### src/hw/rtl/sha1h_pkg.sv
// Types and constants of the SHA-1 byte stream hasher.
// Used by the controller, the datapath and the top level; depends on nothing.
package sha1h_pkg;

  // Controller states.
  typedef enum logic [2:0] {
    ST_IDLE,
    ST_PAD,
    ST_ROUND,
    ST_FOLD,
    ST_EMIT
  } state_t;

  // Source of the byte shifted into the block register.
  typedef enum logic [1:0] {
    BSEL_INPUT,
    BSEL_MARK,
    BSEL_ZERO,
    BSEL_LEN
  } byte_sel_t;

  // Round function groups, twenty rounds each.
  typedef enum logic [1:0] {
    GRP_CH,
    GRP_PAR1,
    GRP_MAJ,
    GRP_PAR2
  } round_grp_t;

  // Commands from the controller to the datapath.
  typedef struct packed {
    logic       shift_en;
    byte_sel_t  byte_sel;
    logic [2:0] len_idx;
    logic       round_en;
    round_grp_t round_grp;
    logic       fold;
    logic       emit_load;
    logic [2:0] emit_idx;
    logic       reinit;
  } dp_cmd_t;

  // Initial chaining values.
  localparam logic [31:0] H_INIT0 = 32'h67452301;
  localparam logic [31:0] H_INIT1 = 32'hEFCDAB89;
  localparam logic [31:0] H_INIT2 = 32'h98BADCFE;
  localparam logic [31:0] H_INIT3 = 32'h10325476;
  localparam logic [31:0] H_INIT4 = 32'hC3D2E1F0;

  // Padding marker byte.
  localparam logic [7:0] PAD_MARK = 8'h80;

  // Counter limits.
  localparam logic [5:0] FILL_LAST   = 6'd63;
  localparam logic [5:0] LEN_START   = 6'd56;
  localparam logic [6:0] ROUND_LAST  = 7'd79;
  localparam logic [6:0] ROUND_GRP1  = 7'd20;
  localparam logic [6:0] ROUND_GRP2  = 7'd40;
  localparam logic [6:0] ROUND_GRP3  = 7'd60;
  localparam logic [2:0] WORD_LAST   = 3'd4;

  // Round constant of a group.
  function automatic logic [31:0] round_k(round_grp_t grp);
    logic [31:0] k;
    case (grp)
      GRP_CH:   k = 32'h5A827999;
      GRP_PAR1: k = 32'h6ED9EBA1;
      GRP_MAJ:  k = 32'h8F1BBCDC;
      GRP_PAR2: k = 32'hCA62C1D6;
      default:  k = 32'h5A827999;
    endcase
    return k;
  endfunction

endpackage

### src/hw/rtl/sha1_byte_stream_hasher.sv
// SHA-1 byte stream hasher, top level.
// Instantiates sha1h_ctrl and sha1h_dp; uses sha1h_pkg.
//
// Input channel (in_valid / in_stall): each word carries data_byte,
// byte_valid and end_of_message. A word with byte_valid appends the byte;
// a word with end_of_message closes the message after its byte.
// Output channel (out_valid / out_stall): five digest words H0..H4 per
// message, tagged with word_index, last_word and length_error.
// Flow: a byte is taken while the controller is idle. The 64th byte of a
// block starts the compression, the round state and then the fold state,
// with in_stall high. End of message: one padding byte per cycle up to the
// block end, one or two compressions, then one digest word per cycle while
// out_stall is low. Input is stalled while the single shared round unit
// compresses a block. A stalled receiver holds the current digest word and
// the block waits; input stays stalled until the fifth word is loaded.
// After the fifth word the chaining state reinitializes and input resumes
// while that word may still wait in the output register.
// Reset (synchronous, rst high) empties the block, clears length and error
// and drops out_valid.
module sha1_byte_stream_hasher (
  input  logic        clk,
  input  logic        rst,
  input  logic        in_valid,
  output logic        in_stall,
  input  logic [7:0]  data_byte,
  input  logic        byte_valid,
  input  logic        end_of_message,
  output logic        out_valid,
  input  logic        out_stall,
  output logic [31:0] digest_word,
  output logic [2:0]  word_index,
  output logic        last_word,
  output logic        length_error
);

  sha1h_pkg::dp_cmd_t cmd;

  // Controller.
  sha1h_ctrl u_ctrl (
    .clk            (clk),
    .rst            (rst),
    .in_valid       (in_valid),
    .in_stall       (in_stall),
    .byte_valid     (byte_valid),
    .end_of_message (end_of_message),
    .out_valid      (out_valid),
    .out_stall      (out_stall),
    .word_index     (word_index),
    .last_word      (last_word),
    .cmd            (cmd)
  );

  // Datapath.
  sha1h_dp u_dp (
    .clk          (clk),
    .rst          (rst),
    .cmd          (cmd),
    .data_byte    (data_byte),
    .digest_word  (digest_word),
    .length_error (length_error)
  );

endmodule

### src/hw/rtl/sha1h_ctrl.sv
// Controller of the SHA-1 hasher: input and output handshakes, fill count,
// padding sequence, round counter and digest word sequencing. Uses sha1h_pkg.
module sha1h_ctrl (
  input  logic                clk,
  input  logic                rst,
  input  logic                in_valid,
  output logic                in_stall,
  input  logic                byte_valid,
  input  logic                end_of_message,
  output logic                out_valid,
  input  logic                out_stall,
  output logic [2:0]          word_index,
  output logic                last_word,
  output sha1h_pkg::dp_cmd_t  cmd
);

  sha1h_pkg::state_t state, state_next;
  logic [5:0] fill, fill_next;
  logic [6:0] rcnt, rcnt_next;
  logic [2:0] widx, widx_next;
  logic       pend, pend_next;
  logic       marked, marked_next;
  logic       extra, extra_next;
  logic       last_blk, last_blk_next;
  logic       out_valid_next;

  // Control registers.
  always_ff @(posedge clk) begin
    if (rst) begin
      state     <= sha1h_pkg::ST_IDLE;
      fill      <= '0;
      rcnt      <= '0;
      widx      <= '0;
      pend      <= 1'b0;
      marked    <= 1'b0;
      extra     <= 1'b0;
      last_blk  <= 1'b0;
      out_valid <= 1'b0;
    end else begin
      state     <= state_next;
      fill      <= fill_next;
      rcnt      <= rcnt_next;
      widx      <= widx_next;
      pend      <= pend_next;
      marked    <= marked_next;
      extra     <= extra_next;
      last_blk  <= last_blk_next;
      out_valid <= out_valid_next;
    end
  end

  // Output word tags travel with the digest word.
  always_ff @(posedge clk) begin
    if (cmd.emit_load) begin
      word_index <= widx;
      last_word  <= (widx == sha1h_pkg::WORD_LAST);
    end
  end

  // Next state and datapath commands.
  always_comb begin
    state_next     = state;
    fill_next      = fill;
    rcnt_next      = rcnt;
    widx_next      = widx;
    pend_next      = pend;
    marked_next    = marked;
    extra_next     = extra;
    last_blk_next  = last_blk;
    in_stall       = 1'b1;
    cmd            = '0;
    cmd.byte_sel   = sha1h_pkg::BSEL_INPUT;
    cmd.round_grp  = sha1h_pkg::GRP_CH;
    cmd.len_idx    = fill[2:0];
    cmd.emit_idx   = widx;

    // Round group follows the round counter.
    if (rcnt < sha1h_pkg::ROUND_GRP1) begin
      cmd.round_grp = sha1h_pkg::GRP_CH;
    end else if (rcnt < sha1h_pkg::ROUND_GRP2) begin
      cmd.round_grp = sha1h_pkg::GRP_PAR1;
    end else if (rcnt < sha1h_pkg::ROUND_GRP3) begin
      cmd.round_grp = sha1h_pkg::GRP_MAJ;
    end else begin
      cmd.round_grp = sha1h_pkg::GRP_PAR2;
    end

    case (state)
      sha1h_pkg::ST_IDLE: begin
        in_stall = 1'b0;
        if (in_valid) begin
          pend_next = end_of_message;
          if (byte_valid) begin
            cmd.shift_en = 1'b1;
            fill_next    = fill + 6'd1;
          end
          if (byte_valid && fill == sha1h_pkg::FILL_LAST) begin
            rcnt_next  = '0;
            state_next = sha1h_pkg::ST_ROUND;
          end else if (end_of_message) begin
            state_next = sha1h_pkg::ST_PAD;
          end
        end
      end

      sha1h_pkg::ST_PAD: begin
        // One padding byte per cycle: marker, zeros, then the bit length.
        cmd.shift_en = 1'b1;
        fill_next    = fill + 6'd1;
        if (!marked) begin
          cmd.byte_sel = sha1h_pkg::BSEL_MARK;
          marked_next  = 1'b1;
          if (fill >= sha1h_pkg::LEN_START) begin
            extra_next = 1'b1;
          end
        end else if (fill >= sha1h_pkg::LEN_START && !extra) begin
          cmd.byte_sel = sha1h_pkg::BSEL_LEN;
          if (fill == sha1h_pkg::FILL_LAST) begin
            last_blk_next = 1'b1;
          end
        end else begin
          cmd.byte_sel = sha1h_pkg::BSEL_ZERO;
        end
        if (fill == sha1h_pkg::FILL_LAST) begin
          rcnt_next  = '0;
          state_next = sha1h_pkg::ST_ROUND;
        end
      end

      sha1h_pkg::ST_ROUND: begin
        cmd.round_en = 1'b1;
        rcnt_next    = rcnt + 7'd1;
        if (rcnt == sha1h_pkg::ROUND_LAST) begin
          state_next = sha1h_pkg::ST_FOLD;
        end
      end

      sha1h_pkg::ST_FOLD: begin
        cmd.fold   = 1'b1;
        extra_next = 1'b0;
        if (last_blk) begin
          widx_next  = '0;
          state_next = sha1h_pkg::ST_EMIT;
        end else if (pend) begin
          state_next = sha1h_pkg::ST_PAD;
        end else begin
          state_next = sha1h_pkg::ST_IDLE;
        end
      end

      sha1h_pkg::ST_EMIT: begin
        // Load the next digest word once the output register is free.
        if (!out_valid || !out_stall) begin
          cmd.emit_load = 1'b1;
          widx_next     = widx + 3'd1;
          if (widx == sha1h_pkg::WORD_LAST) begin
            cmd.reinit    = 1'b1;
            fill_next     = '0;
            pend_next     = 1'b0;
            marked_next   = 1'b0;
            extra_next    = 1'b0;
            last_blk_next = 1'b0;
            state_next    = sha1h_pkg::ST_IDLE;
          end
        end
      end

      default: begin
        state_next = sha1h_pkg::ST_IDLE;
      end
    endcase

    // Output valid register.
    if (cmd.emit_load) begin
      out_valid_next = 1'b1;
    end else if (!out_stall) begin
      out_valid_next = 1'b0;
    end else begin
      out_valid_next = out_valid;
    end
  end

endmodule

### src/hw/rtl/sha1h_dp.sv
// Datapath of the SHA-1 hasher: block and schedule shift register, round
// registers, chaining words, bit length and digest output. Uses sha1h_pkg.
module sha1h_dp (
  input  logic                clk,
  input  logic                rst,
  input  sha1h_pkg::dp_cmd_t  cmd,
  input  logic [7:0]          data_byte,
  output logic [31:0]         digest_word,
  output logic                length_error
);

  logic [511:0] blk;
  logic [31:0]  a, b, c, d, e;
  logic [31:0]  chain [5];
  logic [63:0]  bit_length;
  logic         ovf;

  logic [7:0]   byte_in;
  logic [2:0]   len_sel;
  logic [31:0]  w_cur, w_new, f, tmp;
  logic [31:0]  sum [5];
  logic [64:0]  len_sum;

  // Byte source, round logic and chaining sums.
  always_comb begin
    len_sel = ~cmd.len_idx;
    case (cmd.byte_sel)
      sha1h_pkg::BSEL_INPUT: byte_in = data_byte;
      sha1h_pkg::BSEL_MARK:  byte_in = sha1h_pkg::PAD_MARK;
      sha1h_pkg::BSEL_LEN:   byte_in = bit_length[{len_sel, 3'b000} +: 8];
      default:               byte_in = '0;
    endcase

    // The oldest word is the schedule word of this round.
    w_cur = blk[511:480];
    w_new = blk[95:64] ^ blk[255:224] ^ blk[447:416] ^ blk[511:480];
    w_new = {w_new[30:0], w_new[31]};

    case (cmd.round_grp)
      sha1h_pkg::GRP_CH:  f = (b & c) | (~b & d);
      sha1h_pkg::GRP_MAJ: f = (b & c) | (b & d) | (c & d);
      default:            f = b ^ c ^ d;
    endcase
    tmp = {a[26:0], a[31:27]} + f + e + w_cur + sha1h_pkg::round_k(cmd.round_grp);

    sum[0] = chain[0] + a;
    sum[1] = chain[1] + b;
    sum[2] = chain[2] + c;
    sum[3] = chain[3] + d;
    sum[4] = chain[4] + e;

    len_sum = {1'b0, bit_length} + 65'd8;
  end

  // Block register: bytes shift in during loading, words roll during rounds.
  always_ff @(posedge clk) begin
    if (cmd.shift_en) begin
      blk <= {blk[503:0], byte_in};
    end else if (cmd.round_en) begin
      blk <= {blk[479:0], w_new};
    end
  end

  // Working variables, chaining words, length and overflow.
  always_ff @(posedge clk) begin
    if (rst || cmd.reinit) begin
      chain[0]   <= sha1h_pkg::H_INIT0;
      chain[1]   <= sha1h_pkg::H_INIT1;
      chain[2]   <= sha1h_pkg::H_INIT2;
      chain[3]   <= sha1h_pkg::H_INIT3;
      chain[4]   <= sha1h_pkg::H_INIT4;
      a          <= sha1h_pkg::H_INIT0;
      b          <= sha1h_pkg::H_INIT1;
      c          <= sha1h_pkg::H_INIT2;
      d          <= sha1h_pkg::H_INIT3;
      e          <= sha1h_pkg::H_INIT4;
      bit_length <= '0;
      ovf        <= 1'b0;
    end else begin
      if (cmd.shift_en && cmd.byte_sel == sha1h_pkg::BSEL_INPUT) begin
        bit_length <= len_sum[63:0];
        if (len_sum[64]) begin
          ovf <= 1'b1;
        end
      end
      if (cmd.round_en) begin
        a <= tmp;
        b <= a;
        c <= {b[1:0], b[31:2]};
        d <= c;
        e <= d;
      end else if (cmd.fold) begin
        // New chaining words also seed the next block's rounds.
        chain[0] <= sum[0];
        chain[1] <= sum[1];
        chain[2] <= sum[2];
        chain[3] <= sum[3];
        chain[4] <= sum[4];
        a        <= sum[0];
        b        <= sum[1];
        c        <= sum[2];
        d        <= sum[3];
        e        <= sum[4];
      end
    end
  end

  // Digest output register.
  always_ff @(posedge clk) begin
    if (cmd.emit_load) begin
      case (cmd.emit_idx)
        3'd0:    digest_word <= chain[0];
        3'd1:    digest_word <= chain[1];
        3'd2:    digest_word <= chain[2];
        3'd3:    digest_word <= chain[3];
        default: digest_word <= chain[4];
      endcase
      length_error <= ovf;
    end
  end

endmodule

### config.mk
export PLATFORM = sky130hd
export DESIGN_NAME = sha1_byte_stream_hasher
export DESIGN_NICKNAME = d
export VERILOG_FILES = /design/src/hw/rtl/sha1h_pkg.sv /design/src/hw/rtl/sha1_byte_stream_hasher.sv /design/src/hw/rtl/sha1h_ctrl.sv /design/src/hw/rtl/sha1h_dp.sv
export SDC_FILE = /design/constraint.sdc
export NUM_CORES = 2
export LEC_CHECK = 0
export BUFFER_PORTS_ARGS = -buffer_cell sky130_fd_sc_hd__clkbuf_2
export CORE_ASPECT_RATIO = 1.5
export CORE_UTILIZATION = 30
export CTS_BUF_LIST = sky130_fd_sc_hd__clkbuf_4
export CTS_CLUSTER_DIAMETER = 100
export DETAILED_ROUTE_END_ITERATION = 16
export PLACE_DENSITY_LB_ADDON = 0.15
export SETUP_SLACK_MARGIN = 0.2
export SLEW_MARGIN = 20
export SYNTH_ARGS = -nofsm -noshare
export SYNTH_HDL_FRONTEND = slang
export SYNTH_SLANG_ARGS = --single-unit
### constraint.sdc
create_clock -name clk -period 23.9 [get_ports clk]
set_input_delay 3.585 -clock clk [delete_from_list [all_inputs] [get_ports clk]]
set_output_delay 3.585 -clock clk [all_outputs]
set_load 0.05 [all_outputs]
==> results.toml <==
[status]
status = "completed"

[floorplanning]
rows = 189
dieHeight_um = 518
top_level_ports = 53
design.die.area_um2 = 179000
core_area_um2 = 177000
chipWidth_um = 346
start_util_pct = 30.1

[timing]
min_period_ps = 8470
period_share_pct = 35.4
slew_viol_final = 0
max_slew.worst_pin.slew_ps = 1190
max_slew_margin_pct = 20.8
rsz0062_at_grt = "no"
skew_ps = 123
setup_slack_ps = 15430
setup_violations = 0
report.final.hold_viol_count = 0
fmax_mhz = 118
setup_tns_ps = 0

[placement]
place_congestion = 0.883
pre_cts_ws_ps = 15480
port_buffers = 52
dp_hpwl_um = 123000

[synthesis]
syn_avg_cell_area_um2 = 9.67
synth_top_area_share_pct = 40.0
async_reset_ff_share_pct = 0
synth_edf_count = 709
yosys.area.top_type = "edfxtp_1"
postSynthCellCount = 5506
synth_seq_area_share_pct = 49.2
yosys_warnings = 0
synth_cell_types = 83
synth_area_leaders = "edfxtp_1 40%, nand2_1 12%, dfxtp_1 9.2%, ha_1 4.8%, fa_1 4.7%"
synth_area_um2 = 53300
synth_ff_type = "edfxtp_1"
ys_seq_elements = 955
syn_nets = 5850

[clock_tree]
clockBufferDepth = 4
cts_setup_buffers = 0
cts_hold_buf = 0
ctsResizeCount = 0
numCtsBuffers = 286
cts_tree = "built"
cts.sinks = 955
htreeDepth = 5
clk_pin_slew_ps = 70
root_buffer = "clkbuf_4"
insertion_delay_ps = 1260

[flow_run]
maxCapViolCount = 0

[drt]
routed_via_density = 5.09
drc = 0
finalWirelength_um = 178000
avgRoutedWirePerCell_um = 21.9
drt_iter0_markers = 2780
dr.pass1.iters = 6
ant_nets = 0
vias = 41301

[setup_path]
cp_slowest_cell = "a221oi_1"
max_stage_delay_ps = 1010
path_buf_inv = 6
critical_path_class = "register to register"
critPathArrivalTime_ps = 9590
start_kind = "register"
crit_fanout = 37
cp-end-kind = "register"
cp_top_family = "compound AO/OA/AOI/OAI gates"
cp_data_required_time_ps = 25030

[global_route]
grt_pass1_vias = 42522
overflow = 0
grt_use_total_pct = 19.6
grt_max_degree = 225
grt_pass1_wl_um = 266000
antenna_found_initial = 4

[worst_hold_path]
hold_class = "register to register"

[pwr]
peakVddDrop_v = 0.0000397
p_total_mw = 4.63
p_per_area_nw_per_um2 = 77.8
leakage_nw = 23.8

[layout]
nets = 5983
layout-drive-gt1-share_pct = 11.0
area_growth_pct = 11.7
## flip-flops by register name (all words and copies together), names as in the netlist
name,count
u_ctrl.state,3
u_ctrl.pend,1
u_ctrl.word_index,3
u_dp.length_error,1
u_ctrl.last_blk,1
u_ctrl.extra,1
u_ctrl.last_word,1
u_ctrl.fill,6
u_dp.d,32
u_dp.a,32
u_dp.bit_length,61
u_dp.b,32
u_ctrl.widx,3
u_dp.digest_word,32
u_dp.e,32
u_dp.blk,512
u_ctrl.rcnt,7
u_ctrl.marked,1
u_dp.ovf,1
u_ctrl.out_valid,1
u_dp.c,32
u_dp.chain,160
## layout by cell type, fill, tap and decap left out, types with 24 or more instances in the layout
cell type / instances
nand2b_1: 26
clkbuf_4: 424
o21a_1: 67
nor3_1: 28
a21o_1: 89
and3_1: 36
fa_1: 125
xor2_1: 117
a211oi_1: 33
clkinv_1: 33
ha_1: 205
o221ai_1: 32
a21oi_1: 215
a22oi_1: 136
a31oi_1: 28
nor2_1: 267
edfxtp_1: 709
mux2_2: 32
clkbuf_2: 52
o22ai_1: 34
nand3_1: 69
xnor2_1: 210
nand2_1: 1674
inv_1: 236
a221oi_1: 48
o21ai_0: 222
nand4_1: 24
dfxtp_1: 246
buf_4: 52
o21bai_1: 53
## tightest hold or removal path: cells and delay by family (launching register included)
family           cells  cell delay (ps)
AND/OR/NAND/NOR      1               60
AO/OA/AOI/OAI        1               50
flip-flops           1              330
## layer usage
metal	vias to the layer above	track usage, %	share of wire (%)
met5	-	0	0
met4	0	9.81	4.7
met3	367	2.83	3.6
met2	931	35.9	52
met1	20385	21.9	40
li1	19618	-	-
## cells in the mapped netlist, types with 23 or more instances
cell type / instances
clkbuf_1: 253
o221ai_1: 32
nand2b_1: 27
o22ai_1: 34
o21ai_0: 224
nand4_1: 24
xnor2_1: 210
dfxtp_1: 246
a22oi_1: 136
a221oi_1: 48
o21a_1: 67
a211oi_1: 33
a21o_1: 89
o21bai_1: 53
a21oi_1: 216
nand2_1: 1678
fa_1: 125
nor2_1: 270
edfxtp_1: 709
o211ai_1: 23
mux2_2: 32
nor3_1: 28
and3_1: 36
inv_1: 237
ha_1: 205
nand3_1: 69
xor2_1: 117
a31oi_1: 28
## kinds of logic after synthesis
group,after synthesis,synth area share (%)
simple gates,2241,17.1
mux,65,1.60
fa+ha+maj,330,9.52
buf+inv,502,3.55
xor+xnor,327,5.38
compound gates,1086,13.6
flops,955,49.2
## layout make-up
cell class,instances,area (um2)
Fill cell,18396,117000
Sequential cell,955,26200
Multi-Input combinational cell,4049,25300
Clock buffer,424,3180
Tap cell,2292,2870
Inverter,239,897
Timing Repair Buffer,108,731
Clock inverter,46,287
Antenna cell,5,12.5
## final timing paths
kind / from / endpoint / slack, ps / cells past startpoint
hold / removal: u_ctrl.extra / u_ctrl.extra / 480 / 2
hold reg to reg: u_ctrl.extra / u_ctrl.extra / 480 / 2
setup / recovery: u_ctrl.rcnt[3] / u_dp.a[30] / 15430 / 26
setup reg to reg: u_ctrl.rcnt[3] / u_dp.a[30] / 15430 / 26
## report_power, final
part	internal (mW)	switching (mW)
clock network	0.847	0.744
registers	2.10	0.145
logic	0.264	0.532
## through the flow
step / util (%) / hold slack, ps / std cells / instance area, um2
finish: 33.7 / 479 / 8118 / 59500
global route: 33.7 / 497 / 8116 / 59500
CTS: 33.7 / 465 / 8113 / 59400
detailed placement: 31.7 / 471 / 7643 / 56000
global placement: 31.7 / 464 / 7643 / 56000
floorplan: - / 409 / 5506 / 53300
Note: power is estimated with default switching activity, not from simulation.
